[src/rtl/wrs_pkg.sv]
// Shared types and constants for the word reverser stack.
// No dependencies; compiled first.
package wrs_pkg;

    localparam int CHAR_W      = 8;
    localparam int STACK_DEPTH = 32;

    localparam logic [CHAR_W-1:0] CH_SPACE  = 8'h20;
    localparam logic [CHAR_W-1:0] CH_PERIOD = 8'h2E;
    localparam logic [CHAR_W-1:0] CH_COMMA  = 8'h2C;

    typedef enum logic [3:0] {
        ST_IDLE,
        ST_SP_RD,
        ST_SP_PER,
        ST_SP_COM_RD,
        ST_SP_COM,
        ST_WORD_RD,
        ST_WORD_EMIT,
        ST_TAIL,
        ST_FL_RD,
        ST_FL_CHK,
        ST_FL_EMIT_RD,
        ST_FL_EMIT,
        ST_CLOSE
    } wrs_state_t;

endpackage

[src/rtl/wrs_if.sv]
// Valid/ready channel interfaces for the word reverser stack.
// Depends on wrs_pkg for the character width.
interface wrs_in_if import wrs_pkg::*; ();
    logic              valid;
    logic              ready;
    logic [CHAR_W-1:0] in_char;
    logic              line_end;

    modport source (output valid, output in_char, output line_end, input ready);
    modport sink   (input valid, input in_char, input line_end, output ready);
endinterface

interface wrs_out_if import wrs_pkg::*; ();
    logic              valid;
    logic              ready;
    logic [CHAR_W-1:0] out_char;
    logic              run_last;
    logic              line_done;
    logic              overflow;

    modport source (output valid, output out_char, output run_last, output line_done,
                    output overflow, input ready);
    modport sink   (input valid, input out_char, input run_last, input line_done,
                    input overflow, output ready);
endinterface

[src/rtl/word_reverser_stack.sv]
// Word reverser stack, top level: stack RAM plus controller.
// Depends on wrs_pkg, wrs_if, wrs_ram and wrs_ctrl.
//
// Usage:
//   char_ch takes one character per transfer with a line_end flag on the
//   last character of a line. rev_ch delivers the reversed text, one byte
//   per transfer; run_last marks the last byte caused by an input item,
//   line_done the closing period of a line, overflow that a character of
//   the line was dropped on a full stack.
//   Flow: a non-space character that does not end a line is taken while
//   idle and gives no output. A space pops and emits the stacked word,
//   then its tail; a line end flushes the remaining characters and
//   closes with a period. Every pop waits on the registered read of the
//   stack RAM in a *_RD state; the flush also passes through the period
//   check in ST_FL_CHK. char_ch is ready only between items.
//   Reset clears the stack pointer, the overflow flag and the output valid
//   bit; the payload and the RAM contents are not cleared and need not be.
//   A stalled receiver holds the current byte in the output register and
//   the controller waits on its next emission without losing state.
module word_reverser_stack import wrs_pkg::*; #(
    parameter int DEPTH = STACK_DEPTH
) (
    input  logic      clk,
    input  logic      rst_n,
    wrs_in_if.sink    char_ch,
    wrs_out_if.source rev_ch
);

    localparam int AW = $clog2(DEPTH);

    logic              ram_we;
    logic [AW-1:0]     ram_waddr;
    logic [CHAR_W-1:0] ram_wdata;
    logic [AW-1:0]     ram_raddr;
    logic [CHAR_W-1:0] ram_rdata;

    wrs_ctrl #(
        .DEPTH (DEPTH)
    ) u_ctrl (
        .clk       (clk),
        .rst_n     (rst_n),
        .char_ch   (char_ch),
        .rev_ch    (rev_ch),
        .ram_we    (ram_we),
        .ram_waddr (ram_waddr),
        .ram_wdata (ram_wdata),
        .ram_raddr (ram_raddr),
        .ram_rdata (ram_rdata)
    );

    wrs_ram #(
        .WIDTH (CHAR_W),
        .DEPTH (DEPTH)
    ) u_stack_ram (
        .clk   (clk),
        .we    (ram_we),
        .waddr (ram_waddr),
        .wdata (ram_wdata),
        .raddr (ram_raddr),
        .rdata (ram_rdata)
    );

endmodule

[src/rtl/wrs_ram.sv]
// Generic single-port-write, single-port-read RAM with registered read data.
// No dependencies.
module wrs_ram #(
    parameter int WIDTH = 8,
    parameter int DEPTH = 32
) (
    input  logic                     clk,
    input  logic                     we,
    input  logic [$clog2(DEPTH)-1:0] waddr,
    input  logic [WIDTH-1:0]         wdata,
    input  logic [$clog2(DEPTH)-1:0] raddr,
    output logic [WIDTH-1:0]         rdata
);

    logic [WIDTH-1:0] mem [DEPTH];
    logic [WIDTH-1:0] rdata_reg;

    always_ff @(posedge clk)
    begin
        if (we)
        begin
            mem[waddr] <= wdata;
        end
        rdata_reg <= mem[raddr];
    end

    assign rdata = rdata_reg;

endmodule

[src/rtl/wrs_ctrl.sv]
// Stack controller: push/pop sequencing, punctuation handling, output register.
// Depends on wrs_pkg and the wrs_in_if / wrs_out_if interfaces.
module wrs_ctrl import wrs_pkg::*; #(
    parameter int DEPTH = STACK_DEPTH,
    localparam int AW   = $clog2(DEPTH),
    localparam int CW   = $clog2(DEPTH + 1)
) (
    input  logic              clk,
    input  logic              rst_n,
    wrs_in_if.sink            char_ch,
    wrs_out_if.source         rev_ch,
    output logic              ram_we,
    output logic [AW-1:0]     ram_waddr,
    output logic [CHAR_W-1:0] ram_wdata,
    output logic [AW-1:0]     ram_raddr,
    input  logic [CHAR_W-1:0] ram_rdata
);

    wrs_state_t state_reg, state_next;
    logic [CW-1:0] count_reg, count_next;
    logic          ovf_reg, ovf_next;
    logic          per_reg, per_next;
    logic          com_reg, com_next;
    logic          last_reg, last_next;

    logic              ovalid_reg;
    logic [CHAR_W-1:0] ochar_reg;
    logic              olast_reg;
    logic              odone_reg;
    logic              oovf_reg;

    logic              emit_req;
    logic [CHAR_W-1:0] emit_char;
    logic              emit_last;
    logic              emit_done;
    logic              emit_go;
    logic              accept;
    logic [CW-1:0]     cnt_dec;
    logic              cnt_one;
    logic              not_full;

    assign cnt_dec   = count_reg - CW'(1);
    assign cnt_one   = (count_reg == CW'(1));
    assign not_full  = (count_reg < CW'(DEPTH));
    assign ram_raddr = cnt_dec[AW-1:0];
    assign ram_waddr = count_reg[AW-1:0];
    assign ram_wdata = char_ch.in_char;

    assign accept  = char_ch.valid && char_ch.ready;
    assign emit_go = emit_req && (!ovalid_reg || rev_ch.ready);

    // Output decode
    always_comb
    begin
        char_ch.ready = 1'b0;
        ram_we        = 1'b0;
        emit_req      = 1'b0;
        emit_char     = ram_rdata;
        emit_last     = 1'b0;
        emit_done     = 1'b0;
        unique case (state_reg)
            ST_IDLE:
            begin
                char_ch.ready = 1'b1;
                ram_we = char_ch.valid && (char_ch.in_char != CH_SPACE) && not_full;
            end
            ST_WORD_EMIT, ST_FL_EMIT:
            begin
                emit_req = 1'b1;
            end
            ST_TAIL:
            begin
                emit_req = 1'b1;
                if (com_reg)
                begin
                    emit_char = CH_COMMA;
                end
                else if (per_reg)
                begin
                    emit_char = CH_PERIOD;
                end
                else
                begin
                    emit_char = CH_SPACE;
                    emit_last = !last_reg;
                end
            end
            ST_CLOSE:
            begin
                emit_req  = 1'b1;
                emit_char = CH_PERIOD;
                emit_last = 1'b1;
                emit_done = 1'b1;
            end
            default:
            begin
            end
        endcase
    end

    // Next state; every *_RD state waits for the top-of-stack read
    always_comb
    begin
        state_next = state_reg;
        count_next = count_reg;
        ovf_next   = ovf_reg;
        per_next   = per_reg;
        com_next   = com_reg;
        last_next  = last_reg;
        unique case (state_reg)
            ST_IDLE:
            begin
                if (accept)
                begin
                    last_next = char_ch.line_end;
                    if (char_ch.in_char != CH_SPACE)
                    begin
                        if (not_full)
                        begin
                            count_next = count_reg + CW'(1);
                        end
                        else
                        begin
                            ovf_next = 1'b1;
                        end
                        state_next = char_ch.line_end ? ST_FL_RD : ST_IDLE;
                    end
                    else
                    begin
                        per_next   = 1'b0;
                        com_next   = 1'b0;
                        state_next = (count_reg == '0) ? ST_TAIL : ST_SP_RD;
                    end
                end
            end
            ST_SP_RD:
            begin
                state_next = ST_SP_PER;
            end
            ST_SP_PER:
            begin
                if (ram_rdata == CH_PERIOD)
                begin
                    per_next   = 1'b1;
                    count_next = cnt_dec;
                    state_next = cnt_one ? ST_TAIL : ST_SP_COM_RD;
                end
                else
                begin
                    state_next = ST_SP_COM;
                end
            end
            ST_SP_COM_RD:
            begin
                state_next = ST_SP_COM;
            end
            ST_SP_COM:
            begin
                if (ram_rdata == CH_COMMA)
                begin
                    com_next   = 1'b1;
                    count_next = cnt_dec;
                    state_next = cnt_one ? ST_TAIL : ST_WORD_RD;
                end
                else
                begin
                    state_next = ST_WORD_EMIT;
                end
            end
            ST_WORD_RD:
            begin
                state_next = ST_WORD_EMIT;
            end
            ST_WORD_EMIT:
            begin
                if (emit_go)
                begin
                    count_next = cnt_dec;
                    state_next = cnt_one ? ST_TAIL : ST_WORD_RD;
                end
            end
            ST_TAIL:
            begin
                if (emit_go)
                begin
                    if (com_reg)
                    begin
                        com_next = 1'b0;
                    end
                    else if (per_reg)
                    begin
                        per_next = 1'b0;
                    end
                    else
                    begin
                        state_next = last_reg ? ST_FL_RD : ST_IDLE;
                    end
                end
            end
            ST_FL_RD:
            begin
                state_next = (count_reg == '0) ? ST_CLOSE : ST_FL_CHK;
            end
            ST_FL_CHK:
            begin
                // one period on top is dropped, the entry below it goes out as is
                if (ram_rdata == CH_PERIOD)
                begin
                    count_next = cnt_dec;
                    state_next = cnt_one ? ST_CLOSE : ST_FL_EMIT_RD;
                end
                else
                begin
                    state_next = ST_FL_EMIT;
                end
            end
            ST_FL_EMIT_RD:
            begin
                state_next = ST_FL_EMIT;
            end
            ST_FL_EMIT:
            begin
                if (emit_go)
                begin
                    count_next = cnt_dec;
                    state_next = ST_FL_RD;
                end
            end
            ST_CLOSE:
            begin
                if (emit_go)
                begin
                    ovf_next   = 1'b0;
                    state_next = ST_IDLE;
                end
            end
            default:
            begin
                state_next = ST_IDLE;
            end
        endcase
    end

    always_ff @(posedge clk or negedge rst_n)
    begin
        if (!rst_n)
        begin
            state_reg  <= ST_IDLE;
            count_reg  <= '0;
            ovf_reg    <= 1'b0;
            per_reg    <= 1'b0;
            com_reg    <= 1'b0;
            last_reg   <= 1'b0;
            ovalid_reg <= 1'b0;
        end
        else
        begin
            state_reg <= state_next;
            count_reg <= count_next;
            ovf_reg   <= ovf_next;
            per_reg   <= per_next;
            com_reg   <= com_next;
            last_reg  <= last_next;
            if (emit_go)
            begin
                ovalid_reg <= 1'b1;
            end
            else if (rev_ch.ready)
            begin
                ovalid_reg <= 1'b0;
            end
        end
    end

    always_ff @(posedge clk)
    begin
        if (emit_go)
        begin
            ochar_reg <= emit_char;
            olast_reg <= emit_last;
            odone_reg <= emit_done;
            oovf_reg  <= ovf_reg;
        end
    end

    assign rev_ch.valid     = ovalid_reg;
    assign rev_ch.out_char  = ochar_reg;
    assign rev_ch.run_last  = olast_reg;
    assign rev_ch.line_done = odone_reg;
    assign rev_ch.overflow  = oovf_reg;

endmodule

[src/flat_wrapper.sv]
// flat-port wrapper written by rule: the top's interface ports become plain ports
module word_reverser_stack_flat import wrs_pkg::*;
#(
    parameter int DEPTH = STACK_DEPTH
)
  (clk, rst_n, char_ch_valid, char_ch_in_char, char_ch_line_end, char_ch_ready, rev_ch_valid, rev_ch_out_char, rev_ch_run_last, rev_ch_line_done, rev_ch_overflow, rev_ch_ready);
  wrs_in_if char_ch_i ();
  wrs_out_if rev_ch_i ();
  input  logic clk;
  input  logic rst_n;
  input wire logic [$bits(char_ch_i.valid)-1:0] char_ch_valid;
  input wire logic [$bits(char_ch_i.in_char)-1:0] char_ch_in_char;
  input wire logic [$bits(char_ch_i.line_end)-1:0] char_ch_line_end;
  output wire logic [$bits(char_ch_i.ready)-1:0] char_ch_ready;
  output wire logic [$bits(rev_ch_i.valid)-1:0] rev_ch_valid;
  output wire logic [$bits(rev_ch_i.out_char)-1:0] rev_ch_out_char;
  output wire logic [$bits(rev_ch_i.run_last)-1:0] rev_ch_run_last;
  output wire logic [$bits(rev_ch_i.line_done)-1:0] rev_ch_line_done;
  output wire logic [$bits(rev_ch_i.overflow)-1:0] rev_ch_overflow;
  input wire logic [$bits(rev_ch_i.ready)-1:0] rev_ch_ready;
  assign char_ch_i.valid = char_ch_valid;
  assign char_ch_i.in_char = char_ch_in_char;
  assign char_ch_i.line_end = char_ch_line_end;
  assign char_ch_ready = char_ch_i.ready;
  assign rev_ch_valid = rev_ch_i.valid;
  assign rev_ch_out_char = rev_ch_i.out_char;
  assign rev_ch_run_last = rev_ch_i.run_last;
  assign rev_ch_line_done = rev_ch_i.line_done;
  assign rev_ch_overflow = rev_ch_i.overflow;
  assign rev_ch_i.ready = rev_ch_ready;
  word_reverser_stack #(.DEPTH(DEPTH)) u_core (.clk(clk), .rst_n(rst_n), .char_ch(char_ch_i), .rev_ch(rev_ch_i));
endmodule
[config.mk]
export PLATFORM = sky130hd
export DESIGN_NAME = word_reverser_stack_flat
export DESIGN_NICKNAME = d
export VERILOG_FILES = /design/src/rtl/wrs_pkg.sv /design/src/rtl/wrs_if.sv /design/src/rtl/word_reverser_stack.sv /design/src/rtl/wrs_ram.sv /design/src/rtl/wrs_ctrl.sv /design/src/flat_wrapper.sv
export SDC_FILE = /design/constraint.sdc
export NUM_CORES = 1
export LEC_CHECK = 0
export BUFFER_PORTS_ARGS = -buffer_cell sky130_fd_sc_hd__buf_4
export CELL_PAD_IN_SITES_DETAIL_PLACEMENT = 0
export CELL_PAD_IN_SITES_GLOBAL_PLACEMENT = 1
export CORE_MARGIN = 3
export CORE_UTILIZATION = 59
export CTS_CLUSTER_DIAMETER = 80
export DETAILED_ROUTE_END_ITERATION = 6
export PLACE_DENSITY_LB_ADDON = 0.1
export SKIP_LAST_GASP = 1
export SLEW_MARGIN = 30
export SYNTH_ARGS = -nofsm -noshare
export SYNTH_HDL_FRONTEND = slang
export SYNTH_SLANG_ARGS = --single-unit
[constraint.sdc]
create_clock -name clk -period 5.7 [get_ports clk]
set_clock_uncertainty 0.2 [all_clocks]
set_input_delay 0 -clock clk [delete_from_list [all_inputs] [get_ports clk]]
set_output_delay 0 -clock clk [all_outputs]
set_load 0.05 [all_outputs]
* After elaboration in Yosys (flattened, before gate mapping)
Memory sizes are Yosys's and may differ from the RTL's. A register that Yosys moved wholly into a read port is not among the register bits.
Cells that the tools add are included.
** Cells by class
- Add/sub/neg operators :: 2
- Multipliers :: 0
- Divide/modulo/power cells :: 0
- Magnitude comparators :: 1
- Equal/unequal tests :: 31
- Shifts and indexed selects :: 0
- Multiplexer cells :: 53
- Bitwise gates (word level) :: 0
- Reduce and logical (&&, ||, !) cells :: 23
** Operator list (number)
- $pmux 4 s13 :: 1
- $mux 4 :: 12
- $mux 6 :: 6
- $ne 2x2->1 const B :: 13
- $pmux 6 s4 :: 1
- $eq 4x4->1 const B :: 5
- $mux 1 :: 20
- $mux 3 :: 6
- $eq 4x3->1 const B :: 4
- $eq 8x6->1 const B :: 2
- $pmux 8 s2 :: 1
- $reduce_and 7->1 :: 2
- $reduce_and 5->1 :: 2
- $eq 4x2->1 const B :: 2
- $ne 8x6->1 const B :: 1
- $add 6x1->6 const B :: 1
- $eq 6x1->1 const B :: 1
- $logic_not 6->1 :: 1
- $lt 6x6->1 const B :: 1
- $pmux 1 s3 :: 2
- $reduce_and 6->1 :: 1
- $reduce_bool 3->1 :: 2
- $sub 6x1->6 const B :: 1
- $eq 4x1->1 const B :: 1
- 12 further kinds :: 21
** Word-level totals
- Register bits after elaboration :: 26
- Latch bits :: 0
- Bits in writable memories :: 256
- Bits in read-only memories :: 0
- Output and inout port bits :: 13
- Logic and storage cells :: 122
- Memories :: 1
** Memory list
- u_core.u_stack_ram.mem :: depth 32, bits a word 8, read ports 1, clocked after memory_dff 1, wr ports 1, line wrs_ram.sv:15 : logic [WIDTH-1:0] mem [DEPTH];

* Longest topological paths before layout
Gate-level depths: netlist (run 1).
- Word-level depth :: 6
- Gate-level depth with buffers :: 11

* Cells and area by module
Synthesis (run 1) repeated with hierarchy kept, for this count alone.
** Unflattened totals
- Cell total of the unflattened synthesis :: 621
- Area, all modules :: 11959.0 um^2
** Modules (own cells, without submodules)
- wrs_ram :: instances 1, cells each 417, area an instance 10053.4 um^2, seq. area each 7847.5 um^2
- wrs_ctrl :: instances 1, cells each 204, area an instance 1905.6 um^2, seq. area each 705.7 um^2

* Worst setup path before layout (run 1)
Ideal clock, no wire load.
- Path type :: register to register
- From :: reg u_core.u_ctrl.count_reg[0]
- To :: reg u_core.u_stack_ram.rdata_reg[0], in the netlist u_core.u_stack_ram.rdata[0], read port of u_core.u_stack_ram.mem
- Arrival :: 2.799 ns
- Data required time :: 5.354 ns
- Slack :: 2.554 ns
- Stages on the path, launching flop included :: 12
- Path buffers :: 5
- Clock period less this slack :: 3.146 ns
- Cells stage by stage :: dfrtp_1 buf_2 buf_2 buf_2 inv_1 ha_1 clkbuf_1 clkbuf_1 mux4_2 mux2i_1 o22a_1 o221ai_1
** Between the ends
- Word-level cells in the longest chain between the ends :: 1
** RTL lines
- start, declared :: line wrs_ctrl.sv:20 : logic [CW-1:0] count_reg, count_next;
- start signal, assigned :: line wrs_ctrl.sv:259 : count_reg <= count_next;
- $sub 6x1->6 :: line wrs_ctrl.sv:42 : assign cnt_dec = count_reg - CW'(1);
- end, declared :: line wrs_ram.sv:16 : logic [WIDTH-1:0] rdata_reg;
Every way passes these cells.
A chain may end at the register's enable or synchronous reset.

* Final worst setup path (run 1)
- From :: reg u_core.u_ctrl.count_reg[0]
- To :: reg u_core.u_stack_ram.rdata_reg[5], in the netlist u_core.u_stack_ram.rdata[5], read port of u_core.u_stack_ram.mem
The elaborated chain is that of the path after synthesis.

==> results of run 1 <==
==> Yosys cell counts (all sizes together), types with 8 or more instances <==
cell type,instances,area (um^2)
a21oi,13,65.1
buf,18,101
clkbuf,13,48.8
dfrtp,15,375
dfxtp,8,160
edfxtp,267,8020
inv,8,30.0
mux2i,34,340
mux4,64,1440
nand2,26,118
nor2,48,196
o21ai,11,55.1
o221ai,8,70.1
o22a,8,70.1
==> cells by family after synthesis <==
group                      after synthesis
DFF                                    290
and+or+nand+nor                        131
muxes                                  100
AOI/OAI and AO/OA                       72
buffers and inverters                   40
xor gates and xnor gates                 7
adders and majority gates                5
==> worst register-to-register path, stage by stage, from the launching register on <==
cell	delay, ns
dfrtp_4	0.83
inv_1	0.25
ha_4	0.73
buf_4	0.49
mux4_2	0.36
mux2i_1	0.26
o221ai_1	0.16
==> where the power goes <==
group / internal (uW) / total (uW) / switching, uW
clock network: 1120 / 1860 / 741
logic: 1200 / 2580 / 1380
registers: 2490 / 2760 / 270
total: 4810 / 7200 / 2390
==> cell type report <==
| class | count | area (um^2) | share of cell area, % |
|---|---|---|---|
| Sequential cell | 290 | 8560 | 63.5 |
| Multi-Input combinational cell | 315 | 3250 | 24.1 |
| Clock buffer | 34 | 723 | 5.36 |
| Timing Repair Buffer | 43 | 378 | 2.80 |
| Tap cell | 265 | 332 | 2.46 |
| Clock inverter | 16 | 208 | 1.54 |
| Inverter | 9 | 38.8 | 0.288 |
==> per-layer routing <==
layer,vias up,part of all wire [%],GRT usage [%]
li1,2720,-,-
met4,0,2.1,4.99
met2,235,47,36.6
met5,-,0,0
met3,37,6.7,3.81
met1,3231,44,36.7
==> per-stage QoR <==
step | hold WS, ns | std cells | setup slack [ns]
after floorplan | -0.496 | 645 | 2.55
after global placement | -0.332 | 907 | 1.93
after detailed placement | -0.325 | 907 | 1.87
after CTS | 0.164 | 971 | 1.88
after global routing | 0.182 | 972 | 2.01
final | 0.183 | 972 | 2.27
==> worst max path at each step <==
stage	slack, ns	startpoint	end
2_1_floorplan	2.55	u_core.u_ctrl.count_reg[0]$_DFFE_PN0P_	u_core.u_stack_ram.rdata[0]$_DFF_P_
3_3_place_gp	1.93	u_core.u_ctrl.count_reg[0]$_DFFE_PN0P_	u_core.u_stack_ram.rdata[5]$_DFF_P_
3_5_place_dp	1.87	u_core.u_ctrl.count_reg[0]$_DFFE_PN0P_	u_core.u_stack_ram.rdata[0]$_DFF_P_
4_1_cts	1.88	u_core.u_ctrl.count_reg[0]$_DFFE_PN0P_	u_core.u_stack_ram.rdata[0]$_DFF_P_
5_1_grt	2.01	u_core.u_ctrl.count_reg[0]$_DFFE_PN0P_	u_core.u_stack_ram.rdata[3]$_DFF_P_
6_report	2.27	u_core.u_ctrl.count_reg[0]$_DFFE_PN0P_	u_core.u_stack_ram.rdata[5]$_DFF_P_
==> flow_metrics.tcl, run 1 <==
set metrics [dict create \
    crit_buf_inv 2 \
    critPathLaunchType "flip-flop" \
    drive_above_1_share_pct 21.8 \
    report.final.hold_viol_count 0 \
    root_buffer "clkbuf_16" \
    final_common_cell "edfxtp_1" \
    ant_nets 0 \
    io_buffers 25 \
    crit_chain "inv_1 > ha_4 > buf_4 > mux4_2 > mux2i_1 > o221ai_1" \
    initial_core_util_pct 60.7 \
    synth_top_family_by_area "multiplexers" \
    cts_resized 0 \
    boundaryPins 26 \
    finalSetupTns_ns 0 \
    synth-main-ff-cell "edfxtp_1" \
    worst-path-stages 6 \
    crit_family "flip-flops" \
    min_period_over_period_pct 60.1 \
    r2r_cells 6 \
    fin_nets 705 \
    yosys.area_share.simple_pct 6.03 \
    critical_path_arrival_ns 3.62 \
    antenna_found_initial 0 \
    largest_register_ffs 256 \
    drc 0 \
    vias 6223 \
    synth.area.mux_share_pct 15.1 \
    die_x_um 148 \
    fillers 1315 \
    grt.overflow.total 0 \
    first_global_vias 6292 \
    cp_slowest_stage_delay_ns 0.83 \
    cts.htree.levels 1 \
    final_cell_mix "edfxtp_1 (267), mux4_2 (64), nor2_1 (46)" \
    numCtsBuffers 28 \
    r2r_start "u_core.u_ctrl.count_reg[0]$_DFFE_PN0P_" \
    syn_avg_cell_area_um2 18.5 \
    placed_cell_area_um2 12400 \
    status "finished clean" \
    postCtsHoldBufs 14 \
    core_um2 19700 \
    p_leak_uw 0.00444 \
    crit_path_end_kind "flip-flop" \
    synth_xor_xnor_area_share_pct 0.514 \
    fp.dieH_um 148 \
    worst_slew_pin_slew_ns 1.00 \
    crit_fanout 41 \
    drv_cap 0 \
    fin_util_pct 68.6 \
    clockBufferDepth 3 \
    reg2reg_setup_slack_ns 2.27 \
    via_per_inst 6.40 \
    final-setup-viol-count 0 \
    async_flop_share_pct 5.17 \
    stdcell_area_um2 13500 \
    synth_compound_area_share_pct 4.54 \
    grt_pass1_wl_um 38900 \
    fmax_mhz 292 \
    clkTransAtPathRegs_ns 0.06 \
    areaGrowthSynthToFinish_pct 13.0 \
    p_per_area_nw_per_um2 534 \
    cts_tree "done" \
    yosysWarningCount 0 \
    cts_sinks 290 \
    cts_setup_buffers 0 \
    syn-num-nets 663 \
    hpwl_um 15500 \
    fin_crit_ns 3.43 \
    grt_max_degree 42 \
    num_antenna_cells 0 \
    power_uw 7200 \
    wl_per_cell_um 25.8 \
    critPathRequiredTime_ns 5.89 \
    dr.pass1.iters 5 \
    dieArea_um2 22000 \
    ys_seq_area_share_pct 71.7 \
    yosysUniqueCellTypes 65 \
    min_to "u_core.u_ctrl.rev_ch.valid$_DFFE_PN0P_" \
    place_congestion 0.821 \
    ys_ff_latch 290 \
    slew_violations 0 \
    min_path_type "primary input to flip-flop" \
    synth-edff-count 267 \
    holdCritStartpoint "rev_ch_ready" \
    max-slew-margin-rel_pct 32.9 \
    critical_path_class "flip-flop to flip-flop" \
    syn_area_um2 11900 \
    rows 51 \
    wirelength_um 25100 \
    rsz0062_at_grt "false" \
    timing.rr.end "u_core.u_stack_ram.rdata[5]$_DFF_P_" \
    synth_cells 645 \
    peakVddDrop_mv 0.397 \
    grt_use_total_pct 23.6 \
    hold_depth 4 \
    synthAdderAreaFrac_pct 0.524 \
    crit_slowest_cell "dfrtp_4" \
    drt-initial-drc-count 422 \
    clkLatencyLatePin_ns 0.54 \
]
No activity file was read; power rests on OpenSTA's default activity.
==> run 2: changes to the inputs <==
--- a/config.mk
+++ b/config.mk
@@ -9,7 +9,7 @@
 export CELL_PAD_IN_SITES_DETAIL_PLACEMENT = 0
 export CELL_PAD_IN_SITES_GLOBAL_PLACEMENT = 1
 export CORE_MARGIN = 3
-export CORE_UTILIZATION = 59
+export CORE_UTILIZATION = 54
 export CTS_CLUSTER_DIAMETER = 80
 export DETAILED_ROUTE_END_ITERATION = 6
 export PLACE_DENSITY_LB_ADDON = 0.1
==> constraint.sdc (replaced) <==
create_clock -name clk -period 3.4 [get_ports clk]
set_clock_uncertainty 0.2 [all_clocks]
set_input_delay 0 -clock clk [delete_from_list [all_inputs] [get_ports clk]]
set_output_delay 0 -clock clk [all_outputs]
set_load 0.05 [all_outputs]
==> flow_metrics.tcl, run 2 (same netlist as run 1, synthesis figures left out) <==
set metrics [dict create \
    drc 0 \
    boundaryPins 26 \
    wirelength_um 26600 \
    min_period_over_period_pct 83.7 \
    grt.overflow.total 0 \
    initial_core_util_pct 55.9 \
    finalSetupTns_ns 0 \
    cts.htree.levels 1 \
    vias 6456 \
    fmax_mhz 351 \
    rows 53 \
    largest_register_ffs 256 \
    drt-initial-drc-count 611 \
    p_per_area_nw_per_um2 892 \
    cts_tree "done" \
    crit_fanout 8 \
    ant_nets 0 \
    power_uw 12300 \
    critPathRequiredTime_ns 3.38 \
    numCtsBuffers 29 \
    p_leak_uw 0.00462 \
    critPathLaunchType "flip-flop" \
    peakVddDrop_mv 0.669 \
    cts_sinks 290 \
    crit_path_end_kind "flip-flop" \
    grt_pass1_wl_um 40500 \
    root_buffer "clkbuf_16" \
    worst_slew_pin_slew_ns 0.877 \
    fp.dieH_um 155 \
    core_um2 21400 \
    io_buffers 25 \
    final_cell_mix "edfxtp_1 (267), mux4_2 (64), buf_4 (62)" \
    wl_per_cell_um 26.1 \
    cts_resized 0 \
    hpwl_um 17000 \
    place_congestion 0.813 \
    via_per_inst 6.33 \
    grt_max_degree 72 \
    fin_crit_ns 2.85 \
    dp_cells 952 \
    clockBufferDepth 3 \
    clkLatencyLatePin_ns 0.55 \
    report.final.hold_viol_count 0 \
    critical_path_class "flip-flop to flip-flop" \
    dr.pass1.iters 5 \
    stdcell_count 1020 \
    critical_path_arrival_ns 2.82 \
    fillers 1491 \
    first_global_vias 6499 \
    grt_use_total_pct 22.5 \
    rsz0062_at_grt "false" \
    drv_cap 0 \
    die_x_um 155 \
    antenna_found_initial 0 \
    fin_nets 740 \
    slew_violations 0 \
    dieArea_um2 23900 \
    num_antenna_cells 0 \
    final-setup-viol-count 0 \
    drive_above_1_share_pct 25.9 \
    final_common_cell "edfxtp_1" \
    clkTransAtPathRegs_ns 0.07 \
    min_path_type "primary input to flip-flop" \
    postCtsHoldBufs 14 \
    areaGrowthSynthToFinish_pct 15.4 \
    cts_setup_buffers 0 \
    max-slew-margin-rel_pct 40.7 \
    status "finished clean" \
]
[run 2: changes by cell type in the layout (fill, tap and decap cells not counted), sizes merged]
cell | previous run | this run
clkinvlp | 0 | 4
clkinv | 12 | 10
bufinv | 5 | 4
clkbuf | 34 | 36
buf | 29 | 63
inv | 8 | 9
[run 2: path summary, 6_finish.rpt]
| check | start | endpoint | slack, ns | depth (start not counted) |
|---|---|---|---|---|
| worst max-delay path | u_core.u_ctrl.state_reg[0]$_DFFE_PN0P_ | u_core.u_stack_ram.mem[26][2]$_DFFE_PP_ | 0.55 | 5 |
| worst min-delay path | rev_ch_ready | u_core.u_ctrl.rev_ch.valid$_DFFE_PN0P_ | 0.15 | 4 |
| worst max register to register | u_core.u_ctrl.state_reg[0]$_DFFE_PN0P_ | u_core.u_stack_ram.mem[26][2]$_DFFE_PP_ | 0.55 | 5 |
| worst min register to register | u_core.u_ctrl.ovf_reg$_DFFE_PN0P_ | u_core.u_ctrl.rev_ch.overflow$_DFFE_PP_ | 0.26 | 0 |
| max in group asynchronous | rst_n | u_core.u_ctrl.count_reg[0]$_DFFE_PN0P_ | 2.06 | 3 |
| min in group asynchronous | rst_n | u_core.u_ctrl.state_reg[2]$_DFFE_PN0P_ | 0.39 | 3 |
[run 2: layout make-up]
type / instances / area (um^2) / share of cell area, %
clock inverter: 18 / 206 / 1.50
inverter: 9 / 38.8 / 0.282
sequential: 290 / 8560 / 62.2
tap: 275 / 344 / 2.50
multi-input combinational: 315 / 3220 / 23.4
clock buffer: 36 / 772 / 5.61
timing repair buffer: 77 / 626 / 4.54
[run 2: critical path, stage by stage, from the launching register on]
cell,delay [ns]
dfrtp_1,0.39
or4_4,0.61
a211o_4,0.34
nor2_8,0.15
nand2_4,0.13
nor2_1,0.65
[run 2: per-layer routing]
layer | global-route usage, % | vias to the layer above | share of wire (%)
met5 | 0 | - | 0
met4 | 6.27 | 0 | 2.9
met3 | 3.67 | 48 | 6.6
met2 | 36.5 | 260 | 48
met1 | 32.2 | 3364 | 42
li1 | - | 2784 | -
[run 2: per-stage QoR]
stage               setup slack [ns]  util (%)  cell area (um^2)  hold WS (ns)
floorplan                      0.254         -             11900        -0.496
global placement               0.521      59.2             12600        -0.333
detailed placement             0.576      59.2             12600        -0.332
CTS                            0.554      64.5             13800         0.131
global route                   0.452      64.5             13800         0.203
finish                         0.553      64.5             13800         0.154
[run 2: power by group]
part           switching, uW  total, uW  internal, uW
Clock                   1290       3210          1920
Combinational           2630       4620          1990
Sequential               279       4460          4180
Total                   4200      12300          8080
